## src/rtl/acr_pkg.sv

```systemverilog
// Shared types and widths for the box pair collision resolver.
// Used by acr_front, acr_div_cell and aabb_pair_collision_resolve.
`timescale 1ns / 1ps
package acr_pkg;

  // quotient bits per lane (one divider cell per bit)
  localparam int QW = 14;
  // doubled divisor width, remainder width
  localparam int DW = 18;
  // dividend width
  localparam int NW = 31;

  // per-item control carried alongside the divider lanes
  typedef struct packed {
    logic       resolved;
    logic       on_x;
    logic       pos;
    logic [3:0] locks;
  } acr_side_t;

  // one divider lane: partial remainder and combined dividend/quotient shifter
  typedef struct packed {
    logic [DW-1:0] rem;
    logic [QW-1:0] lq;
  } acr_lane_t;

endpackage

```

## src/rtl/acr_front.sv

```systemverilog
// Front end: overlap test, axis choice, share selection and dividend forming.
// Two register stages; depends on acr_pkg.
`timescale 1ns / 1ps
module acr_front (
  input  logic                      clk,
  input  logic                      rst,
  input  logic                      adv,
  input  logic                      in_fire,
  input  logic signed [15:0]        a_x,
  input  logic signed [15:0]        a_y,
  input  logic [13:0]               a_w,
  input  logic [13:0]               a_h,
  input  logic signed [15:0]        b_x,
  input  logic signed [15:0]        b_y,
  input  logic [13:0]               b_w,
  input  logic [13:0]               b_h,
  input  logic [15:0]               mass_a,
  input  logic [15:0]               mass_b,
  input  logic [3:0]                axis_locks,
  input  logic                      pair_eligible,
  output logic                      vld,
  output acr_pkg::acr_side_t        side,
  output acr_pkg::acr_lane_t        lane_a,
  output acr_pkg::acr_lane_t        lane_b,
  output logic [acr_pkg::DW-1:0]    dvs
);

  // stage 1 geometry
  logic signed [18:0] dx, dy;
  logic [18:0]        adx, ady;
  logic signed [19:0] ox, oy;
  logic               ok, on_x_c, pos_c;
  logic [14:0]        depth_c;

  always_comb begin
    dx = (19'(a_x) * 19'sd2 + 19'(signed'({1'b0, a_w})))
       - (19'(b_x) * 19'sd2 + 19'(signed'({1'b0, b_w})));
    dy = (19'(a_y) * 19'sd2 + 19'(signed'({1'b0, a_h})))
       - (19'(b_y) * 19'sd2 + 19'(signed'({1'b0, b_h})));
    adx = dx[18] ? 19'(-dx) : 19'(dx);
    ady = dy[18] ? 19'(-dy) : 19'(dy);
    ox = signed'(20'({5'd0, a_w} + {5'd0, b_w})) - signed'({1'b0, adx});
    oy = signed'(20'({5'd0, a_h} + {5'd0, b_h})) - signed'({1'b0, ady});
    ok = pair_eligible && (ox > 20'sd0) && (oy > 20'sd0);
    on_x_c = ox < oy;
    depth_c = on_x_c ? ox[14:0] : oy[14:0];
    pos_c = on_x_c ? (dx > 19'sd0) : (dy > 19'sd0);
  end

  logic               v1;
  acr_pkg::acr_side_t s1;
  logic [14:0]        depth1;
  logic [15:0]        ma1, mb1;

  always_ff @(posedge clk) begin
    if (rst) begin
      v1 <= 1'b0;
    end else if (adv) begin
      v1 <= in_fire;
    end
  end

  always_ff @(posedge clk) begin
    if (adv) begin
      s1.resolved <= ok;
      s1.on_x     <= on_x_c;
      s1.pos      <= pos_c;
      s1.locks    <= axis_locks;
      depth1      <= ok ? depth_c : 15'd0;
      ma1         <= mass_a;
      mb1         <= mass_b;
    end
  end

  // stage 2: pick share numerators and denominator, form dividends
  logic [15:0]            num_a, num_b;
  logic [16:0]            den;
  logic [acr_pkg::NW-1:0] n_a, n_b;

  always_comb begin
    num_a = 16'd0;
    num_b = 16'd0;
    den   = 17'd1;
    priority if (ma1 != 16'd0 && mb1 == 16'd0) begin
      num_a = 16'd1;
    end else if (mb1 != 16'd0 && ma1 == 16'd0) begin
      num_b = 16'd1;
    end else if (ma1 != 16'd0 && mb1 != 16'd0) begin
      num_a = mb1;
      num_b = ma1;
      den   = {1'b0, ma1} + {1'b0, mb1};
    end else begin
      // both static: zero shares
      den   = 17'd1;
    end
    n_a = acr_pkg::NW'({16'd0, depth1} * {15'd0, num_a}) + acr_pkg::NW'(den);
    n_b = acr_pkg::NW'({16'd0, depth1} * {15'd0, num_b}) + acr_pkg::NW'(den);
  end

  always_ff @(posedge clk) begin
    if (rst) begin
      vld <= 1'b0;
    end else if (adv) begin
      vld <= v1;
    end
  end

  always_ff @(posedge clk) begin
    if (adv) begin
      side       <= s1;
      lane_a.rem <= acr_pkg::DW'(n_a[acr_pkg::NW-1:acr_pkg::QW]);
      lane_a.lq  <= n_a[acr_pkg::QW-1:0];
      lane_b.rem <= acr_pkg::DW'(n_b[acr_pkg::NW-1:acr_pkg::QW]);
      lane_b.lq  <= n_b[acr_pkg::QW-1:0];
      dvs        <= {den, 1'b0};
    end
  end

endmodule

```

## src/rtl/acr_div_cell.sv

```systemverilog
// One restoring division cell: one quotient bit for each of two lanes.
// Depends on acr_pkg.
`timescale 1ns / 1ps
module acr_div_cell (
  input  logic                      clk,
  input  logic                      rst,
  input  logic                      adv,
  input  logic                      vld_i,
  input  acr_pkg::acr_side_t        side_i,
  input  acr_pkg::acr_lane_t        lane_a_i,
  input  acr_pkg::acr_lane_t        lane_b_i,
  input  logic [acr_pkg::DW-1:0]    dvs_i,
  output logic                      vld_o,
  output acr_pkg::acr_side_t        side_o,
  output acr_pkg::acr_lane_t        lane_a_o,
  output acr_pkg::acr_lane_t        lane_b_o,
  output logic [acr_pkg::DW-1:0]    dvs_o
);

  logic [acr_pkg::DW:0] t_a, t_b;
  logic                 q_a, q_b;
  acr_pkg::acr_lane_t   nx_a, nx_b;

  // shift in next dividend bit, trial subtract
  always_comb begin
    t_a = {lane_a_i.rem, lane_a_i.lq[acr_pkg::QW-1]};
    t_b = {lane_b_i.rem, lane_b_i.lq[acr_pkg::QW-1]};
    q_a = t_a >= {1'b0, dvs_i};
    q_b = t_b >= {1'b0, dvs_i};
    nx_a.rem = q_a ? acr_pkg::DW'(t_a - {1'b0, dvs_i}) : acr_pkg::DW'(t_a);
    nx_b.rem = q_b ? acr_pkg::DW'(t_b - {1'b0, dvs_i}) : acr_pkg::DW'(t_b);
    nx_a.lq  = {lane_a_i.lq[acr_pkg::QW-2:0], q_a};
    nx_b.lq  = {lane_b_i.lq[acr_pkg::QW-2:0], q_b};
  end

  always_ff @(posedge clk) begin
    if (rst) begin
      vld_o <= 1'b0;
    end else if (adv) begin
      vld_o <= vld_i;
    end
  end

  always_ff @(posedge clk) begin
    if (adv) begin
      side_o   <= side_i;
      lane_a_o <= nx_a;
      lane_b_o <= nx_b;
      dvs_o    <= dvs_i;
    end
  end

endmodule

```

## src/rtl/aabb_pair_collision_resolve.sv

```systemverilog
// Top level: front end, chain of divider cells, signed output register.
// Depends on acr_pkg, acr_front, acr_div_cell.
//
//  channel | signals                                   | dir
//  in      | in_valid, in_ready, a_*, b_*, mass_*, ... | item in
//  out     | out_valid, out_ready, move_*, resolved    | item out
//
// Register stages: two front stages, one cell per quotient bit (14), output reg.
// One item per cycle sustained while the output is not stalled; the whole pipe advances together.
// Reset clears the valid bits only.
// A stalled output holds every stage; in_ready drops in that same cycle.
`timescale 1ns / 1ps
module aabb_pair_collision_resolve (
  input  logic               clk,
  input  logic               rst,
  input  logic               in_valid,
  output logic               in_ready,
  input  logic signed [15:0] a_x,
  input  logic signed [15:0] a_y,
  input  logic [13:0]        a_w,
  input  logic [13:0]        a_h,
  input  logic signed [15:0] b_x,
  input  logic signed [15:0] b_y,
  input  logic [13:0]        b_w,
  input  logic [13:0]        b_h,
  input  logic [15:0]        mass_a,
  input  logic [15:0]        mass_b,
  input  logic [3:0]         axis_locks,
  input  logic               pair_eligible,
  output logic               out_valid,
  input  logic               out_ready,
  output logic signed [15:0] move_a_x,
  output logic signed [15:0] move_a_y,
  output logic signed [15:0] move_b_x,
  output logic signed [15:0] move_b_y,
  output logic               resolved
);

  logic adv;
  assign adv      = !out_valid || out_ready;
  assign in_ready = adv;

  logic                   vld  [acr_pkg::QW+1];
  acr_pkg::acr_side_t     side [acr_pkg::QW+1];
  acr_pkg::acr_lane_t     la   [acr_pkg::QW+1];
  acr_pkg::acr_lane_t     lb   [acr_pkg::QW+1];
  logic [acr_pkg::DW-1:0] dvs  [acr_pkg::QW+1];

  acr_front u_front (
    .clk, .rst, .adv,
    .in_fire(in_valid && in_ready),
    .a_x, .a_y, .a_w, .a_h, .b_x, .b_y, .b_w, .b_h,
    .mass_a, .mass_b, .axis_locks, .pair_eligible,
    .vld(vld[0]), .side(side[0]), .lane_a(la[0]), .lane_b(lb[0]), .dvs(dvs[0])
  );

  // divider chain
  for (genvar i = 0; i < acr_pkg::QW; i++) begin : g_cell
    acr_div_cell u_cell (
      .clk, .rst, .adv,
      .vld_i(vld[i]), .side_i(side[i]), .lane_a_i(la[i]), .lane_b_i(lb[i]),
      .dvs_i(dvs[i]),
      .vld_o(vld[i+1]), .side_o(side[i+1]), .lane_a_o(la[i+1]),
      .lane_b_o(lb[i+1]), .dvs_o(dvs[i+1])
    );
  end

  // sign and lock masking
  acr_pkg::acr_side_t sd;
  logic signed [15:0] sa, sb;
  logic               en;

  always_comb begin
    sd = side[acr_pkg::QW];
    sa = 16'(la[acr_pkg::QW].lq);
    sb = 16'(lb[acr_pkg::QW].lq);
    if (!sd.pos) sa = -sa;
    if (sd.pos)  sb = -sb;
    en = sd.resolved;
  end

  always_ff @(posedge clk) begin
    if (rst) begin
      out_valid <= 1'b0;
    end else if (adv) begin
      out_valid <= vld[acr_pkg::QW];
    end
  end

  always_ff @(posedge clk) begin
    if (adv) begin
      move_a_x <= (en && sd.on_x && sd.locks[0])   ? sa : 16'sd0;
      move_a_y <= (en && !sd.on_x && sd.locks[1])  ? sa : 16'sd0;
      move_b_x <= (en && sd.on_x && sd.locks[2])   ? sb : 16'sd0;
      move_b_y <= (en && !sd.on_x && sd.locks[3])  ? sb : 16'sd0;
      resolved <= en;
    end
  end

  // checks
  a_unres_zero: assert property (@(posedge clk) disable iff (rst)
    out_valid && !resolved |-> move_a_x == 16'sd0 && move_a_y == 16'sd0
      && move_b_x == 16'sd0 && move_b_y == 16'sd0)
    else $error("unresolved item carries a move");

  a_one_axis: assert property (@(posedge clk) disable iff (rst)
    out_valid |-> !((move_a_x != 16'sd0 || move_b_x != 16'sd0)
      && (move_a_y != 16'sd0 || move_b_y != 16'sd0)))
    else $error("moves on both axes");

  a_stall: assert property (@(posedge clk) disable iff (rst)
    out_valid && !out_ready |-> !in_ready)
    else $error("input taken while output stalled");

endmodule

```

## config.mk

```make
export PLATFORM = sky130hd
export DESIGN_NAME = aabb_pair_collision_resolve
export DESIGN_NICKNAME = d
export VERILOG_FILES = /design/src/rtl/acr_pkg.sv /design/src/rtl/acr_front.sv /design/src/rtl/acr_div_cell.sv /design/src/rtl/aabb_pair_collision_resolve.sv
export SDC_FILE = /design/constraint.sdc
export NUM_CORES = 2
export LEC_CHECK = 0
export BUFFER_PORTS_ARGS = -buffer_cell sky130_fd_sc_hd__buf_2
export CAP_MARGIN = 10
export CELL_PAD_IN_SITES_DETAIL_PLACEMENT = 0
export CELL_PAD_IN_SITES_GLOBAL_PLACEMENT = 1
export CORE_ASPECT_RATIO = 1.1
export CORE_MARGIN = 2
export CORE_UTILIZATION = 46
export CTS_CLUSTER_SIZE = 14
export DETAILED_ROUTE_END_ITERATION = 12
export PLACE_DENSITY_LB_ADDON = 0.1
export REMOVE_ABC_BUFFERS = 1
export SETUP_SLACK_MARGIN = 0.5
export SLEW_MARGIN = 20
export SYNTH_ARGS = -nofsm -noshare
export SYNTH_HDL_FRONTEND = slang
export SYNTH_SLANG_ARGS = --single-unit
```

## constraint.sdc

```tcl
create_clock -name clk -period 75.6 [get_ports clk]
set_input_delay 11.34 -clock clk [delete_from_list [all_inputs] [get_ports clk]]
set_output_delay 11.34 -clock clk [all_outputs]
set_load 0.01 [all_outputs]
```

# After elaboration in Yosys (flattened, before gate mapping)
# Index checks and enable logic that the tools add are counted.
# word_totals
ff_bits	1401
inputBits	161
out_inout_bits	67
# op_classes
n_addsub	43
multipliers	2
order_cmp	33
mux	41
reduce_logical	19
# ops
operator	count
19-bit by 18-bit greater-or-equal comparator with 1-bit output	26
18-bit two-way mux	26
18-bit subtractor	26
16-bit two-way mux	8
17-bit by 15-bit adder with 18-bit output	4
31-bit by 17-bit adder with 31-bit output	2
15-bit by 16-bit multiplier with 31-bit output	2
17-bit two-way mux	3
20-bit by 1-bit > comparator with 1-bit output, second input constant	2
20-bit subtractor	2
19-bit by 1-bit > comparator with 1-bit output, second input constant	2
19-bit two-way mux	2
19-bit negator	2
19-bit subtractor	2
18-bit greater-or-equal comparator	2
16-bit zero test	2
14-bit negator with 16-bit output	2
16-bit nonzero test	2
14-bit by 14-bit adder with 15-bit output	2
20-bit < comparator	1
16-bit by 16-bit adder with 17-bit output	1
15-bit two-way mux	1
1-bit logical AND	12
1-bit zero test	2
other kinds (2)	2

# Longest topological paths before layout
# depth
depth_word	8
ltp_mapped	45
mapped_depth_nobuf	42

# Hierarchy
# From an unflattened synthesis, not the netlist that was laid out.
# hier_totals
hier_cells	9283
hier_area_um2	103668.2
# modules_own_cells
module	instances	cells_per_inst	area_each_um2	seq_area_each_um2
acr_div_cell at g_cell[1].u_cell ...	8	425	5074.9	2692.6
acr_front	1	3165	29385.7	4244.1
acr_div_cell at g_cell[0].u_cell ...	5	416	5117.4	2692.6
acr_div_cell at g_cell[2].u_cell	1	403	5172.5	2692.6
aabb_pair_collision_resolve	1	235	2924.1	1971.9

# Least setup slack after synthesis
# OpenSTA, ideal clock, no wires.
# synth_timing
path_kind	input-to-output
from	input port out_ready
to	output port in_ready
arrival_ns	48.232
t_required_ns	64.260
setup_slack_ns	16.028
path_stages	4
n_path_buf	2
cell_sequence	nor2b_1 clkbuf_1 clkinv_1 buf_1
# synth_via
elab_chain_cells	1
# synth_lines
item	line	text
start: declaration	aabb_pair_collision_resolve.sv:31	input logic out_ready,
1-bit logical OR	aabb_pair_collision_resolve.sv:40	assign adv = !out_valid || out_ready;
end: declaration	aabb_pair_collision_resolve.sv:17	output logic in_ready,
# Every way passes these cells.

# Final worst setup path
# Same ends and word-level chain as after synthesis.

==> impl_metrics.json <==
{
  "cts_resized": 0,
  "detail_route.drc_violations": 0,
  "hold-path-cell-count": 0,
  "root_buffer": "clkbuf_16",
  "layout-area-overhead-vs-synth_pct": 10.5,
  "finalClockSkew_ps": 42.0,
  "synth_area_um2": 94000,
  "drtIter0Drc": 3848,
  "synth_seq_area_share_pct": 43.7,
  "gp_congestion": 0.939,
  "first_global_vias": 63900,
  "report.final.slew_viol_count": 0,
  "finalWirelength_um": 241000,
  "synth_edf_count": 1355,
  "mapped_cells": 8510,
  "final_period_minus_worst_setup_slack_ps": 23840,
  "multiInputGateArea_um2": 48500,
  "cellPowerDensity_nw_per_um2": 35.9,
  "cts-hold-fix-buffers": 0,
  "track_usage_pct": 23.2,
  "achievable-frequency_mhz": 41.9,
  "yosys_register_bits": 1372,
  "fillerInstances": 18300,
  "result_of_the_run": "finished clean",
  "timing.final.setup_violations": 0,
  "tightest_slew_ps": 1120,
  "setup-tns-final_ps": 0,
  "clk_transition_reported_paths_ps": 60,
  "core_area_um2": 204000,
  "synth_top_area_share_pct": 43.3,
  "synth_cell_types": 109,
  "p_sw_share_pct": 38.6,
  "clock_tree_from_tritoncts": "built",
  "worstPathCellList": "buf_2 > nor2b_1 > buf_4 > inv_8 > buf_2",
  "layout_commonest_cell": "edfxtp_1",
  "final_nets": 10300,
  "start_util_pct": 46.1,
  "num_io_pins": 228,
  "placement.setup.worst_slack_ps": 51640,
  "overflow": 0,
  "final_min_period_over_clock_period_pct": 31.5,
  "routed_wire_length_per_instance_um": 20.7,
  "holdCritPathClass": "flop to flop",
  "via_count": 62900,
  "cts.htree.levels": 4,
  "setup_repair_after_global_routing_missed_its_margin": "no",
  "grt_max_degree": 180,
  "timing.hold.ws_ps": 387,
  "final_util_pct": 50.9,
  "power.ir.vdd_worst_mv": 0.0260,
  "crit_required_ps": 64260,
  "fp.dieArea_um2": 208000,
  "die_h_um": 478,
  "clock_sinks": 1372,
  "p_comb_share_pct": 46.3,
  "residual_antenna_violating_net_count_after_detailed_routing": 0,
  "first_pass_grt_wire_length_um": 373000,
  "setup.worst_path.class": "primary input to output pin",
  "cp_slowest_cell": "inv_8",
  "post_cts_buffers": 0,
  "place_hpwl_um": 191000,
  "ys_warn_count": 0,
  "drtPass1Iterations": 5,
  "final_layout_size_suffix_gt1_share_pct": 10.4,
  "worst_setup_path_end_kind": "output pin",
  "clock_power_share_pct": 20.4,
  "dominantRegCellSynth": "edfxtp_1",
  "io_buffers": 227,
  "initial_antenna_violation_count": 4,
  "slew_headroom_pct": 24.7,
  "critical_path_peak_fanout": 141,
  "cp-start-kind": "primary input",
  "std_cell_rows": 174,
  "die_w_um": 435,
  "synth.avg_cell_area_um2": 11.0,
  "netlist_top_cells_area": "edfxtp_1, ha_1, fa_1, inv_1, mux2_2",
  "crit_path_frequent_cell": "buf_2",
  "part_of_the_power_in_registers_pct": 33.3,
  "max_cap_viol_count": 0,
  "finalHoldViolations": 0,
  "register_area_um2": 41000,
  "worstSkewPairLatency_ps": 810,
  "rr_worst_depth": 28,
  "yosysTopAreaCell": "edfxtp_1",
  "p_int_mw": 2.29,
  "static-leakage-power_nw": 46.4,
  "cts-buffers-inserted": 153,
  "postSynth.asyncResetShare_pct": 0,
  "timing.critical_path.slowest_cell_delay_ps": 580,
  "worst-endpoint-arrival_ps": 12500,
  "p_sw_mw": 1.44,
  "final_critical_path_setup_slack_ps": 51760,
  "routed_via_density": 5.38,
  "clockBufferDepth": 3,
  "layout.cells.most_common_list": "edfxtp_1, inv_1, ha_1"
}
## cells in the mapped netlist (13+ instances only)
| library cell | count |
|---|---|
| edfxtp_1 | 1355 |
| inv_1 | 1056 |
| ha_1 | 865 |
| nor2_1 | 683 |
| nand2_1 | 672 |
| fa_1 | 429 |
| o21ai_0 | 347 |
| a21oi_1 | 341 |
| mux2_2 | 317 |
| xnor2_1 | 284 |
| a21boi_0 | 171 |
| nor3_1 | 158 |
| and2_1 | 148 |
| clkbuf_1 | 129 |
| nor2b_1 | 123 |
| nand4_1 | 118 |
| xor2_1 | 107 |
| a21o_1 | 103 |
| o21a_1 | 98 |
| and3_1 | 85 |
| nand3_1 | 85 |
| mux2i_1 | 72 |
| o21bai_1 | 65 |
| nand2b_1 | 53 |
| a211oi_1 | 52 |
| o31ai_1 | 51 |
| nor4_1 | 41 |
| a31oi_1 | 37 |
| buf_2 | 26 |
| or3_1 | 24 |
| o21ai_1 | 23 |
| a211o_1 | 22 |
| a311oi_1 | 21 |
| or2_2 | 21 |
| nand3b_1 | 20 |
| o211ai_1 | 19 |
| dfxtp_1 | 17 |
| o2bb2ai_1 | 15 |
| a2111o_1 | 14 |
| o211a_1 | 13 |
## area by class of cell
cell class	instances	area share, %
antenna	4	0.00964
clock buffer	179	3.83
clock inverter	96	1.15
inverter	1058	3.83
multi-input combinational	5950	46.8
sequential	1372	39.5
tap	2728	3.29
timing repair buffer	295	1.60
## metal layers
layer	vias to the layer above	GRT usage [%]	share of wire [%]
met5	-	0	0
met4	0	11.7	5.5
met3	354	2.34	3.1
met2	1189	41.4	50
met1	30600	27.9	41
li1	30700	-	-
## path summary, 6_finish.rpt
path,to,from,slack (ps)
hold reg to reg,g_cell[1].u_cell.lane_b_o[6],g_cell[0].u_cell.lane_b_o[5],390
setup reg to reg,u_front.lane_b[30],u_front.mb1[15],66770
hold / removal,g_cell[1].u_cell.lane_b_o[6],g_cell[0].u_cell.lane_b_o[5],390
setup / recovery,in_ready,out_ready,51760
## kinds of logic after synthesis
| kind of cell | synth area share [%] |
|---|---|
| DFF | 43.7 |
| other | 0.00799 |
| adders and majority gates | 20.7 |
| AOI/OAI and AO/OA | 10.7 |
| and+or+nand+nor | 11.6 |
| xor gates and xnor gates | 3.71 |
| buffers and inverters | 4.92 |
| muxes | 4.67 |
## state kept, by name, indices dropped and copies added, names as in the netlist, 17 cells and up
name / count
u_front.lane_b: 30
u_front.dvs: 17
u_front.lane_a: 30
g_cell.u_cell.lane_a_o: 417
g_cell.u_cell.lane_b_o: 429
g_cell.u_cell.dvs_o: 209
g_cell.u_cell.side_o: 98
## power groups by stage
stage               registers (mW)  clock network (mW)  logic [mW]
floorplan                     1.18                   0        1.29
global placement              1.26                   0        1.69
detailed placement            1.26                   0        1.71
CTS                           1.25               0.783        1.73
global route                  1.26               0.811        1.94
finish                        1.24               0.760        1.73
## through the flow
| step | power (mW) | instances | instance area [um2] |
|---|---|---|---|
| after floorplan | 2.48 | 8380 | 93400 |
| after global placement | 2.95 | 11400 | 98600 |
| after detailed placement | 2.98 | 11400 | 98600 |
| after CTS | 3.76 | 11700 | 104000 |
| after global routing | 4.01 | 11700 | 104000 |
| final | 3.73 | 11700 | 104000 |
## critical path: cells and delay by family
family / cells / cell delay, ps
buffers and inverters: 4 / 1120
AND/OR/NAND/NOR: 1 / 30
Power figures use the tool's default switching activity.
